File: config.mk
export PLATFORM = sky130hd
export DESIGN_NAME = rgb16_weighted_blend_top_flat
export DESIGN_NICKNAME = d
export VERILOG_FILES = /design/src/rgbwb_pkg.sv /design/src/rgbwb_in_if.sv /design/src/rgbwb_out_if.sv /design/src/rgbwb_cfg_if.sv /design/src/rgbwb_scale.sv /design/src/rgb16_weighted_blend_top.sv /design/src/flat_wrapper.sv
export SDC_FILE = /design/constraint.sdc
export NUM_CORES = 1
export LEC_CHECK = 0
export BUFFER_PORTS_ARGS = -buffer_cell sky130_fd_sc_hd__buf_2
export CAP_MARGIN = 20
export CORE_MARGIN = 5
export CORE_UTILIZATION = 45
export CTS_CLUSTER_SIZE = 24
export DETAILED_ROUTE_END_ITERATION = 7
export GPL_ROUTABILITY_DRIVEN = 1
export MAX_ROUTING_LAYER = met4
export PLACE_DENSITY_LB_ADDON = 0.05
export SKIP_CTS_REPAIR_TIMING = 1
export SYNTH_ARGS = -nofsm -noshare
export SYNTH_HDL_FRONTEND = slang
export SYNTH_HIERARCHICAL = 1
export SYNTH_SLANG_ARGS = --single-unit
File: constraint.sdc
create_clock -name clk -period 5.25 [get_ports clk]
set_input_delay 0.525 -clock clk [delete_from_list [all_inputs] [get_ports clk]]
set_output_delay 0.525 -clock clk [all_outputs]
set_load 0.01 [all_outputs]
File: src/rgbwb_pkg.sv
// Package for the RGB 16-bit weighted blend block.
// Holds the scaling constants, the configuration register indexes and the stage load struct.
// No dependencies.
`default_nettype none

package rgbwb_pkg;

  localparam int unsigned CHAN_W   = 5;
  localparam int unsigned PIX_W    = 16;
  localparam int unsigned CFG_IDX_W  = 1;
  localparam int unsigned CFG_DATA_W = 8;

  localparam logic [31:0] SCALE_MUL   = 32'h8421_0843;
  localparam int unsigned SCALE_SHIFT = 36;
  localparam logic [31:0] FADE_MUL    = 32'h8080_8081;
  localparam int unsigned FADE_SHIFT  = 39;
  localparam logic [7:0]  FADE_OFF    = 8'hff;
  localparam logic [CHAN_W-1:0] WEIGHT_MAX = 5'd31;

  localparam logic [CFG_IDX_W-1:0] CFG_FADE_LEVEL  = 1'b0;
  localparam logic [CFG_IDX_W-1:0] CFG_DEST_IS_565 = 1'b1;

  typedef struct packed {
    logic s2;
    logic s3;
    logic s4;
  } load_t;

endpackage

`default_nettype wire

File: src/rgbwb_in_if.sv
// Input channel of the blend block: one source and destination pixel pair per transfer.
// Depends on nothing.
`default_nettype none

interface rgbwb_in_if;
  logic        valid;
  logic        ready;
  logic [15:0] src_pixel;
  logic [15:0] dest_pixel;
  logic [4:0]  weight;
  logic        src_is_565;
  logic        src_alpha;

  modport source (output valid, src_pixel, dest_pixel, weight, src_is_565, src_alpha,
                  input ready);
  modport sink (input valid, src_pixel, dest_pixel, weight, src_is_565, src_alpha,
                output ready);
endinterface

`default_nettype wire

File: src/rgbwb_out_if.sv
// Output channel of the blend block: one blended pixel per transfer.
// Depends on nothing.
`default_nettype none

interface rgbwb_out_if;
  logic        valid;
  logic        ready;
  logic [15:0] blended_pixel;

  modport source (output valid, blended_pixel, input ready);
  modport sink (input valid, blended_pixel, output ready);
endinterface

`default_nettype wire

File: src/rgbwb_cfg_if.sv
// Configuration write channel of the blend block: register index and write data.
// Depends on nothing.
`default_nettype none

interface rgbwb_cfg_if;
  logic       valid;
  logic       ready;
  logic [0:0] index;
  logic [7:0] data;

  modport source (output valid, index, data, input ready);
  modport sink (input valid, index, data, output ready);
endinterface

`default_nettype wire

File: src/rgbwb_scale.sv
// Pipelined channel scaler: weight times channel over 31, then the optional fade over 255.
// Three register stages; depends on rgbwb_pkg.
`default_nettype none

module rgbwb_scale (
  input  wire logic                         clk,
  input  wire rgbwb_pkg::load_t             load,
  input  wire logic [rgbwb_pkg::CHAN_W-1:0] weight,
  input  wire logic [rgbwb_pkg::CHAN_W-1:0] chan,
  input  wire logic [7:0]                   fade_level,
  output logic [7:0]                        contrib
);

  logic [9:0]  prod2;
  logic [4:0]  chan2;
  logic [41:0] wide3;
  logic [4:0]  w3;
  logic [4:0]  chan3;
  logic [12:0] x4;
  logic [4:0]  w4;
  logic        fade4;
  logic [44:0] wide5;
  logic [4:0]  f5;

  assign wide3 = {32'd0, prod2} * {10'd0, rgbwb_pkg::SCALE_MUL};

  always_ff @(posedge clk) begin
    if (load.s2) begin
      prod2 <= {5'd0, weight} * {5'd0, chan};
      chan2 <= chan;
    end
    if (load.s3) begin
      w3    <= wide3[rgbwb_pkg::SCALE_SHIFT +: 5];
      chan3 <= chan2;
    end
    if (load.s4) begin
      x4    <= {8'd0, w3} * {5'd0, fade_level};
      w4    <= w3;
      fade4 <= (fade_level != rgbwb_pkg::FADE_OFF) && (w3 != chan3);
    end
  end

  assign wide5 = {32'd0, x4} * {13'd0, rgbwb_pkg::FADE_MUL};
  assign f5    = wide5[rgbwb_pkg::FADE_SHIFT +: 5];

  always_comb begin
    if (fade4) begin
      contrib = {f5, 3'd0};
    end else begin
      contrib = {w4, 3'd0};
    end
  end

endmodule

`default_nettype wire

File: src/rgb16_weighted_blend_top.sv
// Top level of the RGB 16-bit weighted blend block.
// Depends on rgbwb_pkg, the three channel interfaces and rgbwb_scale.
//
// The block takes one pixel pair per clock while the output is not stalled, and returns one
// blended pixel per pair, in order. The pipe has five register stages: input capture,
// weight product, divide by 31, fade product, and the fade divide with the channel sums
// feeding the output register. Each stage holds its item while the stage after it is full
// and cannot pass its own item on, so back-pressure stalls the pipe without loss.
// Configuration writes are always taken.
`default_nettype none

module rgb16_weighted_blend_top (
  input  wire logic   clk,
  input  wire logic   rst,
  rgbwb_in_if.sink    pix_in,
  rgbwb_out_if.source pix_out,
  rgbwb_cfg_if.sink   cfg
);

  logic [7:0] fade_level;
  logic       dest_is_565;

  logic v1, v2, v3, v4, v5;
  logic rdy1, rdy2, rdy3, rdy4, rdy5;
  rgbwb_pkg::load_t load;

  logic [4:0]       t1;
  logic             alpha1, alpha2, alpha3, alpha4;
  logic             d5651, d5652, d5653, d5654;
  logic [2:0][7:0]  s8_1, s8_2, s8_3, s8_4;
  logic [2:0][4:0]  sc1, dc1;
  logic [2:0][7:0]  s8_in, d8_in;
  logic [4:0]       tn1;
  logic [2:0][7:0]  src_contrib, dst_contrib, sum5;
  logic [15:0]      res_next;
  logic [15:0]      res5;

  function automatic logic [2:0][7:0] unpack(input logic [15:0] p, input logic is565);
    logic [2:0][7:0] c;
    if (is565) begin
      c[2] = {p[15:11], p[15:13]};
      c[1] = {p[10:5], p[10:9]};
    end else begin
      c[2] = {p[14:10], p[14:12]};
      c[1] = {p[9:5], p[9:7]};
    end
    c[0] = {p[4:0], p[4:2]};
    return c;
  endfunction

  assign cfg.ready = 1'b1;

  always_ff @(posedge clk) begin
    if (rst) begin
      fade_level  <= 8'hff;
      dest_is_565 <= 1'b1;
    end else if (cfg.valid) begin
      unique case (cfg.index)
        rgbwb_pkg::CFG_FADE_LEVEL:  fade_level  <= cfg.data;
        rgbwb_pkg::CFG_DEST_IS_565: dest_is_565 <= cfg.data[0];
        default: ;
      endcase
    end
  end

  assign rdy5 = !v5 || pix_out.ready;
  assign rdy4 = !v4 || rdy5;
  assign rdy3 = !v3 || rdy4;
  assign rdy2 = !v2 || rdy3;
  assign rdy1 = !v1 || rdy2;
  assign pix_in.ready = rdy1;
  assign load = '{s2: rdy2, s3: rdy3, s4: rdy4};

  always_ff @(posedge clk) begin
    if (rst) begin
      v1 <= 1'b0;
      v2 <= 1'b0;
      v3 <= 1'b0;
      v4 <= 1'b0;
      v5 <= 1'b0;
    end else begin
      if (rdy1) v1 <= pix_in.valid;
      if (rdy2) v2 <= v1;
      if (rdy3) v3 <= v2;
      if (rdy4) v4 <= v3;
      if (rdy5) v5 <= v4;
    end
  end

  assign s8_in = unpack(pix_in.src_pixel, pix_in.src_is_565);
  assign d8_in = unpack(pix_in.dest_pixel, dest_is_565);

  always_ff @(posedge clk) begin
    if (rdy1) begin
      t1     <= pix_in.weight;
      alpha1 <= pix_in.src_alpha;
      d5651  <= dest_is_565;
      s8_1   <= s8_in;
      for (int i = 0; i < 3; i++) begin
        sc1[i] <= s8_in[i][7:3];
        dc1[i] <= d8_in[i][7:3];
      end
    end
    if (rdy2) begin
      alpha2 <= alpha1;
      d5652  <= d5651;
      s8_2   <= s8_1;
    end
    if (rdy3) begin
      alpha3 <= alpha2;
      d5653  <= d5652;
      s8_3   <= s8_2;
    end
    if (rdy4) begin
      alpha4 <= alpha3;
      d5654  <= d5653;
      s8_4   <= s8_3;
    end
    if (rdy5) begin
      res5 <= res_next;
    end
  end

  assign tn1 = rgbwb_pkg::WEIGHT_MAX - t1;

  for (genvar ch = 0; ch < 3; ch++) begin : g_chan
    rgbwb_scale u_src (
      .clk        (clk),
      .load       (load),
      .weight     (tn1),
      .chan       (sc1[ch]),
      .fade_level (fade_level),
      .contrib    (src_contrib[ch])
    );

    rgbwb_scale u_dst (
      .clk        (clk),
      .load       (load),
      .weight     (t1),
      .chan       (dc1[ch]),
      .fade_level (fade_level),
      .contrib    (dst_contrib[ch])
    );

    assign sum5[ch] = (alpha4 ? src_contrib[ch] : s8_4[ch]) + dst_contrib[ch];
  end

  always_comb begin
    if (d5654) begin
      res_next = {sum5[2][7:3], sum5[1][7:2], sum5[0][7:3]};
    end else begin
      res_next = {1'b0, sum5[2][7:3], sum5[1][7:3], sum5[0][7:3]};
    end
  end

  assign pix_out.valid         = v5;
  assign pix_out.blended_pixel = res5;

endmodule

`default_nettype wire
File: src/flat_wrapper.sv
// flat-port wrapper written by rule: the top's interface ports become plain ports
module rgb16_weighted_blend_top_flat 
  (clk, rst, pix_in_valid, pix_in_src_pixel, pix_in_dest_pixel, pix_in_weight, pix_in_src_is_565, pix_in_src_alpha, pix_in_ready, pix_out_valid, pix_out_blended_pixel, pix_out_ready, cfg_valid, cfg_index, cfg_data, cfg_ready);
  rgbwb_in_if pix_in_i ();
  rgbwb_out_if pix_out_i ();
  rgbwb_cfg_if cfg_i ();
  input  wire logic clk;
  input  wire logic rst;
  input wire logic [$bits(pix_in_i.valid)-1:0] pix_in_valid;
  input wire logic [$bits(pix_in_i.src_pixel)-1:0] pix_in_src_pixel;
  input wire logic [$bits(pix_in_i.dest_pixel)-1:0] pix_in_dest_pixel;
  input wire logic [$bits(pix_in_i.weight)-1:0] pix_in_weight;
  input wire logic [$bits(pix_in_i.src_is_565)-1:0] pix_in_src_is_565;
  input wire logic [$bits(pix_in_i.src_alpha)-1:0] pix_in_src_alpha;
  output wire logic [$bits(pix_in_i.ready)-1:0] pix_in_ready;
  output wire logic [$bits(pix_out_i.valid)-1:0] pix_out_valid;
  output wire logic [$bits(pix_out_i.blended_pixel)-1:0] pix_out_blended_pixel;
  input wire logic [$bits(pix_out_i.ready)-1:0] pix_out_ready;
  input wire logic [$bits(cfg_i.valid)-1:0] cfg_valid;
  input wire logic [$bits(cfg_i.index)-1:0] cfg_index;
  input wire logic [$bits(cfg_i.data)-1:0] cfg_data;
  output wire logic [$bits(cfg_i.ready)-1:0] cfg_ready;
  assign pix_in_i.valid = pix_in_valid;
  assign pix_in_i.src_pixel = pix_in_src_pixel;
  assign pix_in_i.dest_pixel = pix_in_dest_pixel;
  assign pix_in_i.weight = pix_in_weight;
  assign pix_in_i.src_is_565 = pix_in_src_is_565;
  assign pix_in_i.src_alpha = pix_in_src_alpha;
  assign pix_in_ready = pix_in_i.ready;
  assign pix_out_valid = pix_out_i.valid;
  assign pix_out_blended_pixel = pix_out_i.blended_pixel;
  assign pix_out_i.ready = pix_out_ready;
  assign cfg_i.valid = cfg_valid;
  assign cfg_i.index = cfg_index;
  assign cfg_i.data = cfg_data;
  assign cfg_ready = cfg_i.ready;
  rgb16_weighted_blend_top u_core (.clk(clk), .rst(rst), .pix_in(pix_in_i), .pix_out(pix_out_i), .cfg(cfg_i));
endmodule
After elaboration in Yosys (flattened, before gate mapping)
Index checks and enable logic that the tools add are counted.
- bitwise operators: 1
- multiplexer cells: 12
- multiply operators: 24
- reductions and logical operators: 18
- eq/ne operators: 7
- add/subtract/negate cells: 4
- operators with widths (operator ; number):
    $mul 13x32->44 const B ; 6
    $mul 10x32->41 const B ; 6
    $mul 5x8->13 ; 6
    $mux 8 ; 9
    $mul 5x5->10 ; 6
    $mux 16 ; 2
    $ne 5x5->1 ; 6
    $add 8x8->8 ; 3
    $mux 15 ; 1
    $ne 8x8->1 const B ; 1
    $logic_and 1x1->1 ; 6
    $logic_not 1->1 ; 5
    $logic_or 1x1->1 ; 5
    $sub 5x5->5 const A ; 1
    $reduce_and 2->1 ; 2
    $not 1->1 ; 1
- logic and storage cells: 144
- register bits after elaboration: 433
- output and inout bits: 19

Logic depth before layout (Yosys ltp)
Gate-level depths: netlist of the first run.
- depth in word-level cells: 6
- gate-level depth with buffers: 17
- depth with buffers taken out: 17

Modules after synthesis
Netlist of the first run, hierarchy kept.
- by module, submodules not included (module ; cells an instance ; area each (um2) ; times used):
    rgb16_weighted_blend_top ; 376 ; 5541.6 ; 1
    rgbwb_scale (u_core.g_chan[0].u_src) ; 533 ; 5510.3 ; 1
    rgbwb_scale (u_core.g_chan[1].u_src) ; 523 ; 5418.9 ; 1
    rgbwb_scale (u_core.g_chan[0].u_dst) ; 505 ; 5337.6 ; 1
    rgbwb_scale (u_core.g_chan[2].u_src) ; 510 ; 5308.8 ; 1
    rgbwb_scale (u_core.g_chan[1].u_dst) ; 497 ; 5277.6 ; 1
    rgbwb_scale (u_core.g_chan[2].u_dst) ; 506 ; 5275.1 ; 1

Worst setup path after synthesis of the first run
Ideal clock, no wire load.
- kind: register to register
- from: register u_core.fade_level[3]
- to: register u_core.g_chan[0].u_src.x4[12], data pin
- setup slack: 1.042 ns
- stages on the path, launching flop included: 13
- clock period less this slack: 4.208 ns
- setup time: 0.195 ns
- data required time: 5.055 ns
- data arrival time: 4.013 ns
- cells stage by stage: dfxtp_1 -> and2_1 -> fa_1 -> fa_1 -> inv_1 -> fa_1 -> inv_1 -> ha_1 -> a21oi_2 -> o21ai_1 -> or4_1 -> a2111o_1 -> o311ai_0
- cells in the longest elaborated chain, start to end: 1
- ends and longest elaborated chain (item ; line ; text):
    from (decl) ; rgb16_weighted_blend_top.sv:20 ; logic [7:0] fade_level;
    from (signal assigned) ; rgb16_weighted_blend_top.sv:59 ; rgbwb_pkg::CFG_FADE_LEVEL: fade_level <= cfg.data;
    $mul 5x8->13 ; rgbwb_scale.sv:37 ; x4 <= {8'd0, w3} * {5'd0, fade_level};
    to (signal assigned) ; rgbwb_scale.sv:37 ;
    to (decl) ; rgbwb_scale.sv:19 ; logic [12:0] x4;
Every way passes these cells.
A chain may end at the register's enable or synchronous reset.

Worst setup path after layout of the first run
- from: register u_core.fade_level[0]
- to: register u_core.g_chan[0].u_src.x4[12], data pin
Same word-level chain as after synthesis.

==> reports/summary.txt, run 1 <==
instance count on the critical path: 13
Place WS: 0.643 ns
Crit path max-delay family: adder cells
post-synth top area share: 30.3%
Fin Clk Skew: 0.0261 ns
vias per cell: 5.32
Buf/Inv on CP: 2
Critical Path AT: 4.92 ns
Initial Util: 45.2%
r2r startpoint: u_core/fade_level[0]$_SDFFE_PP1P_
Crit path largest cell delay: 0.56 ns
Compound-Gate Fraction of Synth Area: 8.47%
Least-Margin Pin Slew: 1.05 ns
setup TNS: 0 ns
top cells by area, synth: edfxtp_1, ha_1, fa_1
pin count of the biggest net entering global routing: 64
final setup vio count: 0
Post-synth EDFFs: 380
Yosys top cell by area: edfxtp_1
fin crit period: 4.56 ns
Iteration-0 DRC Markers: 983
number of global-route vias before repair: 26,300
Fmax: 219 MHz
Synth Warn #: 6
synth-to-layout area growth: 8.59%
Max Root-Sink Buffers: 3
asr flop ratio synth: 0%
final hold vios: 0
DR vias: 24,800
drt first pass iters: 5
Pins Over Slew Limit: 0
TritonCTS Buffers: 49
antenna violations before repair: 2
routed len/inst: 17.6 um
total die area: 89,600 sq um
RSZ-0062 raised after global routing: false
nets@finish: 4,609
adder-cell share of the synthesized area: 37.6%
Synth Register Bits: 394
worst path required time: 5.61 ns
r2r worst-path depth: 13
Remaining DRCs: 0
GRT Overall Usage: 19.2%
worst hold path depth: 1
share of cells above drive strength 1: 7.85%
Max-Cap Viols: 0
Core ar.: 83,300 sq um
Simple-Gate Fraction of Synth Area: 12.7%
status: completed
crit path from: u_core/fade_level[0]$_SDFFE_PP1P_
CP most frequent cell: fa_1
post-DP HPWL: 64,900 um
Slew HR: 29.8%
I/O pins: 72
Skew-Pair Late Insertion Delay: 0.60 ns
WHS: 0.101 ns
Crit. End Element: flop
routed wire length: 82,100 um
mux share of post-synthesis cell area: 1.43%
CTS tree: yes
H-tree levels: 2
critical path class: reg -> reg
r2r setup slk: 0.69 ns
number of nets with antenna violations after routing: 0
placer's final routability congestion estimate: 0.884
HP Start: pix_in_dest_pixel[2]
crit path max fanout: 22
Synth Area in XOR/XNOR: 3.91%
Buffers on Ports: 70
floorplan row count: 106
largest family of logic cells by synthesized area: adder cells
Syn Inst Count: 3,450
ys flop type: edfxtp_1
critical path's slowest cell: dfxtp_1
first-pass GRT wire length: 137,000 um
Post-Syn Area: 37,700 sq um
GRT Residual Overflow: 0
clock sinks: 394
post-layout worst setup margin: 0.693 ns
die width: 299 um
register area share after synthesis: 31.0%
Mean Syn Cell Area: 10.9 sq um
crit start category: flop
Die Ht: 299 um
Clk Tree Root Cell: clkbuf_16
Critical Path, Cell by Cell: and2_1 > fa_1 > inv_1 > fa_1 > inv_1 > fa_1 > ha_1 > a21o_1 > a21oi_2 > o21ai_1 > or4_1 > a2111o_1 > o311ai_0
fin crit share: 86.8%
post-synth cell types: 103
clk slew on worst S/H paths: 0.06 ns
worst hold path class: in -> reg
registers in the layout, summed over array words and instances, names as in the netlist, 16 cells and up:
signal,flops
u_core/g_chan.u_dst/x4,39
u_core/g_chan.u_src/x4,39
u_core/g_chan.u_dst/prod2,30
u_core/g_chan.u_src/prod2,30
u_core/s8_1,18
u_core/s8_2,18
u_core/s8_3,18
u_core/s8_4,18
u_core/pix_out.blended_pixel,16
cells by family (layout without fill, tap and decap cells):
| kind of cell | count (synthesis) | after routing |
|---|---|---|
| compound gates | 430 | 430 |
| flops | 394 | 394 |
| simple gates | 930 | 930 |
| fa+ha+maj | 1014 | 1014 |
| xor+xnor | 168 | 168 |
| buf+inv | 459 | 577 |
| mux | 48 | 48 |
| other cells | 7 | 21 |
routing by layer:
layer,track usage [%],vias up,share of wire (%)
met5,-,-,0
li1,-,12400,-
met1,26.4,12000,49
met3,1.95,101,2.6
met2,31.2,297,46
met4,3.91,0,1.8
synth_stat cells, types with 5 or more instances:
cell / instances
o41a_1: 5
nand3_1: 34
a211oi_1: 23
o21a_1: 15
and2_1: 267
a21oi_1: 106
a211o_1: 13
o311ai_1: 5
mux2_2: 35
fa_1: 198
o31ai_1: 5
nand2_1: 267
or4_1: 11
o21ai_1: 11
dfxtp_1: 14
and3_1: 15
and4_1: 7
buf_1: 9
ha_1: 816
clkbuf_1: 42
inv_1: 386
nor2b_1: 23
xor2_1: 47
o211ai_1: 17
xnor2_1: 121
nor2_1: 157
or2_2: 9
edfxtp_1: 380
o21bai_1: 11
a21o_1: 42
nand2b_1: 9
o311ai_0: 6
mux2i_1: 10
nand4_1: 44
buf_4: 19
o21ai_0: 51
a311oi_1: 8
a21oi_2: 11
nor3_1: 55
nor3b_1: 7
a31oi_1: 20
conb_1: 7
o2111ai_1: 5
cell usage in the layout, fill, tap and decap left out, types with 13 or more instances in the layout:
cell type / Yosys / routed
a211o_1: 13 / 13
a211oi_1: 23 / 23
a21o_1: 42 / 42
a21oi_1: 106 / 106
a31oi_1: 20 / 20
and2_1: 267 / 267
and3_1: 15 / 15
buf_2: 0 / 70
buf_4: 19 / 26
clkbuf_16: 0 / 51
clkinv_2: 0 / 17
conb_1: 7 / 19
dfxtp_1: 14 / 14
edfxtp_1: 380 / 380
fa_1: 198 / 198
ha_1: 816 / 816
inv_1: 386 / 385
mux2_2: 35 / 35
nand2_1: 267 / 265
nand3_1: 34 / 33
nand4_1: 44 / 44
nor2_1: 157 / 157
nor2b_1: 23 / 23
nor3_1: 55 / 55
o211ai_1: 17 / 17
o21a_1: 15 / 15
o21ai_0: 51 / 51
xnor2_1: 121 / 121
xor2_1: 47 / 47
through the flow:
stage	area [sq um]	instances	util [%]
final	40900	4662	49.1
after global routing	40900	4660	49.1
after CTS	40900	4659	49.1
after detailed placement	39400	4570	47.3
after global placement	39400	4570	47.3
after floorplan	37700	3462	-
worst reg2reg max path, stage by stage, from the launching register on:
cell and delay (ns):
dfxtp_1 0.56, and2_1 0.32, fa_1 0.53, inv_1 0.06
fa_1 0.54, inv_1 0.06, fa_1 0.48, ha_1 0.35
a21o_1 0.20, a21oi_2 0.18, o21ai_1 0.11, or4_1 0.45
a2111o_1 0.40, o311ai_0 0.12
layout make-up:
class                      count  area [sq um]
inverter                     387          1450
clock buffer                  57          1300
antenna                        2          5.00
timing repair buffer         101           646
tap                         1080          1350
fill                        7544         42400
multi-input combinational   2609         24200
clock inverter                32           224
sequential                   394         11700
final timing paths:
check | to
max | u_core/g_chan[0].u_src/x4[12]$_DFFE_PP_
min | u_core/dc1[2]$_DFFE_PP_
min reg2reg | u_core/g_chan[2].u_src/chan3[0]$_DFFE_PP_
max reg2reg | u_core/g_chan[0].u_src/x4[12]$_DFFE_PP_
Power of run 1 is not shown: default switching activity piles up to over one toggle a cycle in this logic, so the estimate is an artifact.
==> inputs of run 2 (changes only) <==
==> constraint.sdc (replaced) <==
create_clock -name clk -period 4.35 [get_ports clk]
set_input_delay 0.435 -clock clk [delete_from_list [all_inputs] [get_ports clk]]
set_output_delay 0.435 -clock clk [all_outputs]
set_load 0.01 [all_outputs]
==> reports/summary.txt, run 2 (synthesis results as in run 1) <==
status: completed
total die area: 89,600 sq um (unchanged)
pin count of the biggest net entering global routing: 63 (-1.6%)
number of nets with antenna violations after routing: 0 (unchanged)
GRT Residual Overflow: 0 (unchanged)
die width: 299 um (unchanged)
Placed Area: 39,900 sq um (+1.2%)
Crit path largest cell delay: 0.38 ns (-0.18 ns)
CP most frequent cell: ha_1
dpl cells: 4,632 (+1.4%)
leading cell type in the layout, fill and taps excluded: ha_1
number of global-route vias before repair: 26,200 (-0.49%)
r2r setup slk: 0.13 ns (-0.56 ns)
crit path max fanout: 4 (-82%)
Max-Cap Viols: 0 (unchanged)
final setup vio count: 0 (unchanged)
antenna violations before repair: 2 (unchanged)
Critical Path Sink: u_core/pix_out.blended_pixel[14]$_DFFE_PP_
Regs by FF count: u_core/g_chan.u_dst/x4 x39, u_core/g_chan.u_src/x4 x39
r2r startpoint: u_core/g_chan[2].u_src/x4[11]$_DFFE_PP_
RSZ-0062 raised after global routing: true
TritonCTS Buffers: 48 (-2.0%)
worst path required time: 4.68 ns (-0.93 ns)
fin crit share: 97.0% (+10 points)
DR vias: 25,000 (+0.78%)
Die Ht: 299 um (unchanged)
worst hold path class: in -> reg
drt first pass iters: 5 (unchanged)
floorplan row count: 106 (unchanged)
clock sinks: 394 (unchanged)
crit path from: u_core/g_chan[2].u_src/x4[11]$_DFFE_PP_
routed wire length: 83,100 um (+1.2%)
critical path class: reg -> reg
design area: 41,800 sq um (+2.3%)
first-pass GRT wire length: 137,000 um (+0.29%)
Fin Clk Skew: 0.0147 ns (-0.0114 ns)
RR Endpoint: u_core/pix_out.blended_pixel[14]$_DFFE_PP_
non-filler instance count after layout: 4,739 (+1.7%)
Max Root-Sink Buffers: 3 (unchanged)
I/O pins: 72 (unchanged)
Final Util: 50.2% (+1.1 points)
Slew HR: 39.5% (+9.7 points)
r2r worst-path depth: 17 (+4)
Core ar.: 83,300 sq um (unchanged)
Least-Margin Pin Slew: 0.907 ns (-0.145 ns)
Pins Over Slew Limit: 0 (unchanged)
clk slew on worst S/H paths: 0.06 ns (about the same)
Initial Util: 45.2% (unchanged)
Skew-Pair Late Insertion Delay: 0.59 ns (about the same)
Critical Path, Cell by Cell: buf_4 > ha_1 > ha_1 > ha_1 > nand3_1 > nor3_2 > o21ai_2 > nor3b_1 > xnor2_1 > a21oi_1 > mux2_2 > ha_1 > or3_1 > a2111oi_4 > o31a_2 > mux2i_1 > o221a_1
Crit. End Element: flop
Critical Path AT: 4.55 ns (-0.37 ns)
fin crit period: 4.22 ns (-0.337 ns)
Iteration-0 DRC Markers: 1,100 (+12%)
most frequent cells in the layout: ha_1, inv_1, edfxtp_1
H-tree levels: 2 (unchanged)
Clk Tree Root Cell: clkbuf_16
Buffers on Ports: 70 (unchanged)
vias per cell: 5.27 (-0.85%)
post-DP HPWL: 66,900 um (+3.0%)
nets@finish: 4,691 (+1.8%)
final hold vios: 0 (unchanged)
Fmax: 237 MHz (+8.0%)
routed len/inst: 17.5 um (-0.43%)
GRT Overall Usage: 19.2% (+0.040 points)
crit start category: flop
share of cells above drive strength 1: 10.3% (+2.5 points)
setup TNS: 0 ns (unchanged)
Remaining DRCs: 0 (unchanged)
CTS tree: yes
placer's final routability congestion estimate: 0.841 (-4.9%)
critical path's slowest cell: edfxtp_1
synth-to-layout area growth: 11.1%
run 2: cell count changes in the layout (fill, tap and decap cells not counted), sizes merged:
cell / change
bufinv: +4
clkinvlp: +3
clkbuf: +4
inv: -1
clkinv: -15
dlygate4sd3: +11
diode: -1
buf: +72
run 2: through the flow:
stage | setup WS [ns] | hold WS [ns]
3_5_place_dp | -0.0483 | 0.405
4_1_cts | -0.0475 | -0.0162
6_report | 0.130 | 0.0373
5_1_grt | -0.0545 | 0.00620
2_1_floorplan | 0.142 | 0.400
3_3_place_gp | 0.0394 | 0.404
run 2: per-layer routing:
layer / wire (um) / track usage, % / share of wire [%]
met5: 0 / - / 0
met4: 1320 / 3.22 / 1.6
met3: 2460 / 2.30 / 3.0
met2: 38600 / 31.3 / 46
met1: 40700 / 26.5 / 49
run 2: how the worst min path moves through the flow:
stage                                               from                                         to  cells after the start
2_1_floorplan                    u_core/alpha1$_DFFE_PP_                    u_core/alpha2$_DFFE_PP_                      0
3_3_place_gp                    u_core/s8_3[3]$_DFFE_PP_                   u_core/s8_4[3]$_DFFE_PP_                      0
3_5_place_dp   u_core/g_chan[2].u_dst/chan2[3]$_DFFE_PP_  u_core/g_chan[2].u_dst/chan3[3]$_DFFE_PP_                      0
4_1_cts                                 pix_in_weight[4]                     u_core/t1[4]$_DFFE_PP_                      1
5_1_grt                                 pix_in_weight[1]                     u_core/t1[1]$_DFFE_PP_                      1
6_report                             pix_in_src_pixel[1]                   u_core/s8_1[4]$_DFFE_PP_                      1
run 2: final cells by class:
type	instances	area (sq um)
antenna	1	2.50
fill	7546	41400
clock buffer	61	1270
clock inverter	23	293
multi-input combinational	2609	24500
sequential	394	11700
timing repair buffer	184	1330
inverter	387	1450
tap	1080	1350
run 2: worst max-delay path: cells and delay by family, from the launching register on:
kind,cells,cell delay (ns)
simple gates,4,0.93
buf+inv,1,0.17
fa+ha+maj,4,1.07
compound gates,5,0.90
mux,2,0.36
flops,1,0.38
xor+xnor,1,0.15
Power of run 2 is left out for the same reason.
